## src/rtl/mase_pkg.sv

```systemverilog
package mase_pkg;

  localparam int MAX_DIM    = 8;
  localparam int ELEM_WIDTH = 32;

  // Field widths fixed by the interface.
  localparam int REQ_W   = 3;
  localparam int IDX_W   = 3;
  localparam int SIZE_W  = 4;
  localparam int VALUE_W = 32;
  localparam int CFG_IDX_W = 2;
  localparam int ADDR_W  = (MAX_DIM * MAX_DIM > 1) ? $clog2(MAX_DIM * MAX_DIM) : 1;
  localparam int DEPTH   = MAX_DIM * MAX_DIM;

  localparam logic [REQ_W-1:0] REQ_LOAD_A = 3'd0;
  localparam logic [REQ_W-1:0] REQ_LOAD_B = 3'd1;
  localparam logic [REQ_W-1:0] REQ_ADD    = 3'd2;
  localparam logic [REQ_W-1:0] REQ_SUB    = 3'd3;
  localparam logic [REQ_W-1:0] REQ_MUL    = 3'd4;

  localparam logic [CFG_IDX_W-1:0] CFG_ROWS_A = 2'd0;
  localparam logic [CFG_IDX_W-1:0] CFG_COLS_A = 2'd1;
  localparam logic [CFG_IDX_W-1:0] CFG_ROWS_B = 2'd2;
  localparam logic [CFG_IDX_W-1:0] CFG_COLS_B = 2'd3;

  typedef enum logic [1:0] {
    OP_ADD,
    OP_SUB,
    OP_MUL
  } mac_op_t;

  typedef struct packed {
    logic              valid;
    logic              first;
    logic              last;
    mac_op_t           op;
  } mac_ctl_t;

  typedef struct packed {
    logic [REQ_W-1:0]          req_type;
    logic [IDX_W-1:0]          elem_row;
    logic [IDX_W-1:0]          elem_col;
    logic signed [VALUE_W-1:0] elem_value;
  } in_item_t;

  typedef struct packed {
    logic                      status;
    logic [IDX_W-1:0]          out_row;
    logic [IDX_W-1:0]          out_col;
    logic signed [VALUE_W-1:0] out_value;
    logic                      last;
  } out_item_t;

  // Sizes of 0 act as 1 and sizes above MAX_DIM act as MAX_DIM.
  function automatic logic [SIZE_W-1:0] clamp_dim(input logic [SIZE_W-1:0] v);
    logic [SIZE_W-1:0] r;
    if (v == '0) begin
      r = SIZE_W'(1);
    end else if (v > SIZE_W'(MAX_DIM)) begin
      r = SIZE_W'(MAX_DIM);
    end else begin
      r = v;
    end
    return r;
  endfunction

  function automatic logic [ADDR_W-1:0] elem_addr(input logic [IDX_W-1:0] row,
                                                  input logic [IDX_W-1:0] col);
    logic [2*IDX_W+1:0] a;
    a = (2*IDX_W+2)'(row) * (2*IDX_W+2)'(MAX_DIM) + (2*IDX_W+2)'(col);
    return a[ADDR_W-1:0];
  endfunction

endpackage

```

## src/rtl/mase_mac.sv

```systemverilog
module mase_mac (
  input  logic                               clk,
  input  logic                               rst_n,
  input  mase_pkg::mac_ctl_t                 ctl,
  input  logic [mase_pkg::ELEM_WIDTH-1:0]    a_data,
  input  logic [mase_pkg::ELEM_WIDTH-1:0]    b_data,
  output logic                               done,
  output logic [mase_pkg::ELEM_WIDTH-1:0]    acc
);

  mase_pkg::mac_ctl_t                  p_ctl_r;
  logic [mase_pkg::ELEM_WIDTH-1:0]     p_r;
  logic [mase_pkg::ELEM_WIDTH-1:0]     acc_r;
  logic                                done_r;
  logic [mase_pkg::ELEM_WIDTH-1:0]     term;

  always_comb begin
    case (ctl.op)
      mase_pkg::OP_ADD: term = a_data + b_data;
      mase_pkg::OP_SUB: term = a_data - b_data;
      mase_pkg::OP_MUL: term = mase_pkg::ELEM_WIDTH'(a_data * b_data);
      default:          term = '0;
    endcase
  end

  always_ff @(posedge clk) begin
    if (!rst_n) begin
      p_ctl_r <= '0;
      done_r  <= 1'b0;
    end else begin
      p_ctl_r <= ctl;
      done_r  <= p_ctl_r.valid && p_ctl_r.last;
    end
    p_r <= term;
    if (p_ctl_r.valid) begin
      acc_r <= (p_ctl_r.first ? '0 : acc_r) + p_r;
    end
  end

  assign done = done_r;
  assign acc  = acc_r;

endmodule

```

## config.mk

```make
export PLATFORM = sky130hd
export DESIGN_NAME = mase_mac
export DESIGN_NICKNAME = d
export VERILOG_FILES = /design/src/rtl/mase_pkg.sv /design/src/rtl/mase_mac.sv
export SDC_FILE = /design/constraint.sdc
export NUM_CORES = 1
export LEC_CHECK = 0
export BUFFER_PORTS_ARGS = -buffer_cell sky130_fd_sc_hd__buf_2
export CAP_MARGIN = 20
export CORE_MARGIN = 4
export CORE_UTILIZATION = 55
export CTS_BUF_LIST = sky130_fd_sc_hd__clkbuf_16
export CTS_CLUSTER_DIAMETER = 200
export CTS_CLUSTER_SIZE = 8
export DETAILED_ROUTE_END_ITERATION = 6
export PLACE_DENSITY_LB_ADDON = 0.2
export SYNTH_ARGS = -nofsm -noshare
export SYNTH_HDL_FRONTEND = slang
export SYNTH_SLANG_ARGS = --single-unit
```

## constraint.sdc

```tcl
create_clock -name clk -period 11.4 [get_ports clk]
set_clock_uncertainty 0.15 [all_clocks]
set_input_delay 1.71 -clock clk [delete_from_list [all_inputs] [get_ports clk]]
set_output_delay 1.71 -clock clk [all_outputs]
set_load 0.05 [all_outputs]
```

==> run summary, run 1 <==
status - completed
total track usage - 29.69%
dpl hpwl - 46090 um
row count - 72
Final min period - 8.791 ns
unrepaired setup endpoints after global routing - no
Slew headroom - 32.90%
setup_tns - 0 ns
DR iter-0 viols - 1097
async set or reset register ratio after synthesis - 0%
initial antenna violation count - 4
critical path type - input pin to flop
Yosys top cell area share - 38.26%
Die Span X - 205.5 um
final hold slack - 0.3156 ns
port bufs - 103
DRT antenna net count - 0
Post-Syn Area - 0.02145 mm^2
H-tree levels - 3
Layout Nets - 3064
hold crit path type - flop to flop
clock latency on the worst-skew pair - 0.34 ns
Final Util - 58.28%
Syn Nets - 3063
Critical Path AT - 8.85 ns
first-pass GRT wire length - 96910 um
Clk pin slew, worst setup/hold paths - 0.06 ns
Final period util - 77.11%
hold buffers post-CTS - 0
cells after synthesis - 2395
Final Setup Violations - 0
Worst Path Required - 11.46 ns
top post-synthesis cells by area - fa_1 38%, ha_1 11%, and2_1 9.2%, inv_1 6.9%, nand2_1 4.5%
synthesized area per cell - 8.957 um^2
die area - 0.04223 mm^2
Post-Place Cell Area - 0.02221 mm^2
CP max stage delay - 0.56 ns
WP buf/inv - 5
max_cap viols - 0
CTS buffer count - 9
Critical R2R Launch - p_ctl_r[3]
count of different cell masters after synthesis - 62
vias post-DR - 16480
Resized cells post-CTS - 0
yosys warns - 0
Yosys top cell by area - fa_1
Wirelength per Cell - 20.52 um
commonest non-fill, non-tap cell in the layout - fa_1
worst-path fanout max - 34
CP endpoint kind - flop
grt total ovfl - 0
FMAX - 113.8 MHz
Core Area - 0.03865 mm^2
Syn-to-layout area delta - 4.987%
worst slew pin tran - 1.004 ns
final hold violation count - 0
GP Congestion - 0.9364
CTS root buffer - clkbuf_16
crit path launch - b_data[2]
Pre-antenna DRT Iters - 5
DRC - 0
commonest non-fill, non-tap cells in the layout - 410 x fa_1, 398 x inv_1, 317 x and2_1
I/O Pins - 104
Longest Clk Path Bufs - 2
fillers - 3453
Vias/cell - 5.644
CTS Sinks - 68
ys flop type - dfxtp_1
Slew Viols, Final - 0
Seq/Total Area, Yosys - 7.839%
Hold Path Origin - p_ctl_r[2]
CTS tree - done
cell family with most CP delay - adder cells
#FFs+latches synth - 68
setup bufs post-CTS - 0
Post-Route WL - 59920 um
layout cells sized above 1 - 5.498%
Initial Utilization - 55.51%
Post-synth EDFFs - 32
largest net degree at the start of global routing - 40
crit-path most repeated cell - fa_1
vias in the first global route - 17880
fin area - 0.02252 mm^2
Die H - 205.5 um
Slowest cell on crit path - buf_2
critical path startpoint category - input pin
## cell families after synthesis
kind of cell / Yosys count / synth area share, %
simple gates: 781 / 19.06
fa+ha+maj: 597 / 49.17
buf+inv: 514 / 8.993
compound gates: 272 / 8.282
xor+xnor: 162 / 6.614
flops: 68 / 7.839
mux: 1 / 0.04666
## synth_stat cells, drive strengths merged (4+ instances only)
library cell	count
a211oi	10
nor3b	5
nand4	4
o21a	13
or2	4
a31oi	5
o21ai	55
or3	10
nor3	11
inv	397
nand3b	5
or4	4
fa	410
nand2	258
ha	187
nor4	4
o41ai	5
clkbuf	115
a22o	5
o31ai	14
xor2	55
a21oi	68
nand2b	22
nand3	15
o21bai	4
and2	317
edfxtp	32
o211ai	6
a21o	44
nor2	63
nor2b	42
xnor2	107
o22ai	14
a221oi	4
dfxtp	36
and3	11
## registers in the layout (all words and copies together), names as in the netlist
signal and count:
p_r 32, done 1, p_ctl_r 3, acc 32
## per-layer routing
layer	up-vias	track usage, %	part of all wire [%]
met5	-	0	0.020
met4	2	10.07	3.6
met3	127	5.343	8.3
met2	680	49.79	48
met1	8252	39.10	41
li1	7420	-	-
## per-stage QoR
| stage | setup slack [ns] | instances |
|---|---|---|
| global route | 2.197 | 2920 |
| finish | 2.609 | 2920 |
| floorplan | 2.944 | 2395 |
| global placement | 2.384 | 2903 |
| CTS | 2.644 | 2919 |
| detailed placement | 2.295 | 2903 |
## final cells by class
class / count / area [um^2] / area share (%)
clock buffer: 10 / 250.2 / 1.111
sequential: 68 / 1682 / 7.466
tap: 518 / 648.1 / 2.878
clock inverter: 6 / 62.56 / 0.2778
inverter: 397 / 1490 / 6.616
timing repair buffer: 107 / 545.5 / 2.422
antenna: 1 / 2.502 / 0.01111
multi-input combinational: 1813 / 17840 / 79.22
## worst paths after layout
| check | slack [ns] | cells after the start | end |
|---|---|---|---|
| worst max-delay path | 2.61 | 25 | p_r[30] |
| worst min-delay path | 0.32 | 1 | done |
| worst max register to register | 7.41 | 15 | acc[30] |
| worst min register to register | 0.32 | 1 | done |
Power of run 1 is left out: the tool's default activity adds up to more than one toggle a clock period on the data nets, which glitch-free logic cannot reach.
==> inputs of run 2 (changes only) <==
Clock period 11.4 ns to 7.75 ns, I/O delays scaled along.
==> run 2 against run 1 <==
Critical path type unchanged. Global-route usage increased by 1.4 points. Register-to-register slack worse by 3.6 ns. Final area up 9.2%. Via count rose by 5.3%. First-iteration DRC count increased by 28%.
==> run summary, run 2 (synthesized netlist as in run 1, its figures left out) <==
status - completed (unchanged)
Slowest cell on crit path - fa_2 (was buf_2)
max_cap viols - 0 (unchanged)
met1 usage - 40.46% (was 39.10%)
Stages on worst setup path - 25 (unchanged)
Worst Path Required - 7.78 ns (was 11.46 ns)
Post-Route WL - 64750 um (was 59920 um)
fillers - 3222 (was 3453)
DRT antenna net count - 0 (unchanged)
crit-path most repeated cell - fa_1 (unchanged)
CP max stage delay - 0.62 ns (was 0.56 ns)
worst slew pin tran - 0.7236 ns (was 1.004 ns)
Slew Viols, Final - 0 (unchanged)
vias post-DR - 17360 (was 16480)
port bufs - 103 (unchanged)
DR iter-0 viols - 1403 (was 1097)
cell family with most CP delay - adder cells (unchanged)
final hold violation count - 0 (unchanged)
FMAX - 131.7 MHz
Initial Utilization - 55.51% (unchanged)
largest net degree at the start of global routing - 40 (unchanged)
placed insts - 3106 (was 2903)
crit path capture - p_r[25] (was p_r[30])
die area - 0.04223 mm^2 (unchanged)
WP buf/inv - 6 (was 5)
first-pass GRT wire length - 100400 um (was 96910 um)
initial antenna violation count - 9 (was 4)
vias in the first global route - 18420 (was 17880)
Critical Path AT - 7.62 ns (was 8.85 ns)
r2r worst-path depth - 15 (unchanged)
CP endpoint kind - flop (unchanged)
global routing usage on met2 - 51.97% (was 49.79%)
CTS buffer count - 9 (unchanged)
critical path type - input pin to flop (unchanged)
crit path launch - b_data[7] (was b_data[2])
Critical R2R Launch - p_ctl_r[3] (unchanged)
hold buffers post-CTS - 0 (unchanged)
row count - 72 (unchanged)
clock latency on the worst-skew pair - 0.33 ns (was 0.34 ns)
Die Span X - 205.5 um (unchanged)
GRT busiest layer - met2 (unchanged)
FF-to-FF End - acc[30] (unchanged)
met3 Use GR - 6.304% (was 5.343%)
layout cells sized above 1 - 14.69% (was 5.498%)
worst-path fanout max - 7 (was 34)
Non-Filler Instances - 3127 (was 2920)
Die H - 205.5 um (unchanged)
commonest non-fill, non-tap cell in the layout - fa_1 (unchanged)
H-tree levels - 3 (unchanged)
Longest Clk Path Bufs - 2 (unchanged)
grt total ovfl - 0 (unchanged)
I/O Pins - 104 (unchanged)
GP Congestion - 0.9565 (was 0.9364)
Slew headroom - 51.76% (was 32.90%)
Final period util - 97.98%
dpl hpwl - 55100 um (was 46090 um)
critical path startpoint category - input pin (unchanged)
Final min period - 7.594 ns
CTS Sinks - 68 (unchanged)
DRC - 0 (unchanged)
Wirelength per Cell - 20.71 um (was 20.52 um)
Final Util - 63.64% (was 58.28%)
Layout Nets - 3271 (was 3064)
Pre-antenna DRT Iters - 7 (was 5)
Core Area - 0.03865 mm^2 (unchanged)
hold crit path type - flop to flop (unchanged)
reg2reg setup slack - 3.77 ns (was 7.41 ns)
Clk pin slew, worst setup/hold paths - 0.06 ns (about the same)
CTS tree - done (unchanged)
total track usage - 31.04% (was 29.69%)
Syn-to-layout area delta - 14.64% (was 4.987%)
Final Setup Violations - 0 (unchanged)
CTS root buffer - clkbuf_16 (unchanged)
Vias/cell - 5.550 (was 5.644)
unrepaired setup endpoints after global routing - yes (was no)
commonest non-fill, non-tap cells in the layout - 400 x fa_1, 395 x inv_1, 311 x and2_1 (was 410 x fa_1, 398 x inv_1, 317 x and2_1)
-- run 2: changes by cell type in the layout (fill, tap and decap cells not counted), sizes merged --
cell	change
clkinvlp	-1
inv	+1
buf	+200
clkinv	+2
bufinv	-1
clkbuf	+6
-- run 2: metal layers --
layer / up-vias / part of all wire (%)
met1: 8685 / 40
met4: 2 / 4.3
met3: 157 / 8.5
li1: 7834 / -
met5: - / 0.020
met2: 678 / 47
-- run 2: cell type report --
cell class	count	area, um^2	area share [%]
clock inverter	7	43.79	0.1781
sequential	68	1682	6.838
inverter	397	1490	6.059
timing repair buffer	314	2454	9.977
clock buffer	9	225.2	0.9158
tap	518	648.1	2.635
antenna	1	2.502	0.01018
multi-input combinational	1813	18050	73.39
-- run 2: worst min path at each step --
stage                      end  cells past startpoint       start
final                     done                      1  p_ctl_r[2]
after global routing      done                      1  p_ctl_r[2]
after CTS                 done                      1  p_ctl_r[2]
after detailed placement  done                      1  p_ctl_r[2]
after global placement    done                      1  p_ctl_r[2]
after floorplan           done                      1  p_ctl_r[2]
-- run 2: stage by stage --
| stage | setup TNS, ns | hold WS, ns | worst slack (ns) | cell area [um^2] |
|---|---|---|---|---|
| 6_report | 0 | 0.3051 | 0.1562 | 24590 |
| 3_5_place_dp | -3.346 | 0.2927 | -0.5730 | 23940 |
| 3_3_place_gp | -2.304 | 0.2878 | -0.5103 | 23940 |
| 2_1_floorplan | 0 | 0.2790 | 0.003872 | 21480 |
| 4_1_cts | 0 | 0.3076 | 0.008358 | 24240 |
| 5_1_grt | -0.07704 | 0.3407 | -0.03840 | 24590 |
-- run 2: worst register-to-register path: cells and delay by family (launching register included) --
| kind | cells | cell delay, ns |
|---|---|---|
| fa+ha+maj | 2 | 0.42 |
| buf+inv | 2 | 0.39 |
| simple gates | 4 | 0.77 |
| flops | 1 | 0.31 |
| compound gates | 7 | 1.79 |
-- run 2: timing repair --
| action | in CTS | in global routing |
|---|---|---|
| cloned | 0 | 2 |
| pin swaps | 2 | 50 |
| endpoints found under the setup margin | 4 | 10 |
| setup buffers | 0 | 2 |
| resized for setup | 7 | 90 |
Power of run 2 is left out for the same reason.
==> inputs of run 3 (changes only) <==
Settings changed: BUFFER_PORTS_ARGS -buffer_cell sky130_fd_sc_hd__buf_2 to -buffer_cell sky130_fd_sc_hd__buf_4, GPL_ROUTABILITY_DRIVEN set to 0.
==> run 3 against run 2 <==
Utilization fell by 0.80 points. Global-route usage is 0.57 points lower. Final area down 1.3%. Final cell count decreased by 1.4%. First-iteration DRC count decreased by 15%. Routed wire length decreased by 3.9%. Critical path type unchanged.
==> run summary, run 3 (synthesized netlist as in run 1, its figures left out) <==
FMAX - 132.5 MHz (was 131.7 MHz)
Post-Route WL - 62250 um (was 64750 um)
Pre-antenna DRT Iters - 7 (unchanged)
Final min period - 7.548 ns (was 7.594 ns)
CP endpoint kind - flop (unchanged)
first-pass GRT wire length - 99850 um (was 100400 um)
Final Setup Violations - 0 (unchanged)
final hold violation count - 0 (unchanged)
DRT antenna net count - 0 (unchanged)
Vias/cell - 5.572 (was 5.550)
CTS root buffer - clkbuf_16 (unchanged)
vias post-DR - 17180 (was 17360)
Sequential Area - 0.001682 mm^2 (unchanged)
hold crit path type - flop to flop (unchanged)
unrepaired setup endpoints after global routing - yes (unchanged)
grt total ovfl - 0 (unchanged)
Longest Clk Path Bufs - 2 (unchanged)
Slew Viols, Final - 0 (unchanged)
Slowest cell on crit path - fa_1 (was fa_2)
setup bufs post-CTS - 0 (unchanged)
Post-Place Cell Area - 0.02385 mm^2 (was 0.02394 mm^2)
initial antenna violation count - 5 (was 9)
max_cap viols - 0 (unchanged)
Wirelength per Cell - 20.19 um (was 20.71 um)
fin area - 0.02429 mm^2 (was 0.02459 mm^2)
total track usage - 30.48% (was 31.04%)
Final period util - 97.40% (was 97.98%)
CTS Sinks - 68 (unchanged)
critical path startpoint category - input pin (unchanged)
H-tree levels - 3 (unchanged)
WP buf/inv - 6 (unchanged)
DRC - 0 (unchanged)
largest net degree at the start of global routing - 40 (unchanged)
critical path type - input pin to flop (unchanged)
worst slew pin tran - 0.9912 ns (was 0.7236 ns)
dpl hpwl - 52710 um (was 55100 um)
commonest non-fill, non-tap cells in the layout - 406 x fa_1, 397 x inv_1, 317 x and2_1 (was 400 x fa_1, 395 x inv_1, 311 x and2_1)
fillers - 3222 (unchanged)
CTS tree - done (unchanged)
cell family with most CP delay - adder cells (unchanged)
Die Span X - 205.5 um (unchanged)
Layout Nets - 3224 (was 3271)
commonest non-fill, non-tap cell in the layout - fa_1 (unchanged)
Clk pin slew, worst setup/hold paths - 0.06 ns (about the same)
Final Util - 62.84% (was 63.64%)
Slew headroom - 33.78% (was 51.76%)
Die H - 205.5 um (unchanged)
crit-path most repeated cell - fa_1 (unchanged)
worst path cell trace - buf_4 > buf_4 > buf_4 > and2_1 > fa_1 > fa_1 > inv_1 > fa_1 > fa_1 > inv_1 > fa_1 > fa_1 > fa_1 > fa_1 > ha_1 > buf_4 > nand4_1 > nand3b_1 > o21ai_0 > a311oi_2 > o21ai_1 > xnor2_1 > o21ai_0 > a21boi_0
DR iter-0 viols - 1190 (was 1403)
CTS buffer count - 9 (unchanged)
Syn-to-layout area delta - 13.20% (was 14.64%)
layout cells sized above 1 - 12.26% (was 14.69%)
vias in the first global route - 18610 (was 18420)
Critical Path AT - 7.66 ns (was 7.62 ns)
Initial Utilization - 55.51% (unchanged)
Core Area - 0.03865 mm^2 (unchanged)
CP max stage delay - 0.55 ns (was 0.62 ns)
clock latency on the worst-skew pair - 0.34 ns (was 0.33 ns)
die area - 0.04223 mm^2 (unchanged)
status - completed (unchanged)
hold buffers post-CTS - 0 (unchanged)
I/O Pins - 104 (unchanged)
worst-path fanout max - 10 (was 7)
port bufs - 103 (unchanged)
row count - 72 (unchanged)
multi-input combinational cell area - 0.01795 mm^2 (was 0.01805 mm^2)
Worst Path Required - 7.86 ns (was 7.78 ns)
run 3: metal layers:
metal | track usage, % | wire length (um)
met5 | 0 | 25
met4 | 12.46 | 2605
met3 | 6.336 | 5606
met2 | 50.52 | 29380
met1 | 39.16 | 24640
run 3: cell type report:
class / count / share of cell area, %
sequential: 68 / 6.924
timing repair buffer: 267 / 9.067
clock inverter: 7 / 0.3040
inverter: 397 / 6.136
clock buffer: 9 / 0.9274
tap: 518 / 2.669
antenna: 4 / 0.04122
multi-input combinational: 1813 / 73.93
run 3: worst paths after layout:
| path | start | to | slack (ns) | cells after the start |
|---|---|---|---|---|
| worst max-delay path | a_data[9] | p_r[31] | 0.20 | 24 |
| worst min-delay path | p_ctl_r[2] | done | 0.30 | 1 |
| worst max register to register | p_ctl_r[3] | acc[30] | 3.77 | 15 |
| worst min register to register | p_ctl_r[2] | done | 0.30 | 1 |
run 3: per-stage QoR:
step / setup TNS (ns) / worst slack, ns / cells / hold slack (ns)
6_report: 0 / 0.2018 / 3083 / 0.3033
5_1_grt: -0.01691 / -0.01051 / 3079 / 0.3437
4_1_cts: 0 / 0.01813 / 3079 / 0.3068
3_5_place_dp: -2.241 / -0.3713 / 3063 / 0.2905
3_3_place_gp: -1.134 / -0.2767 / 3063 / 0.2858
2_1_floorplan: 0 / 0.003872 / 2395 / 0.2790
run 3: repair_timing:
item / in CTS / in global routing
resized for setup: 1 / 27
setup endpoints to repair: 1 / 11
pin swaps: 0 / 17
Power of run 3 is left out for the same reason.
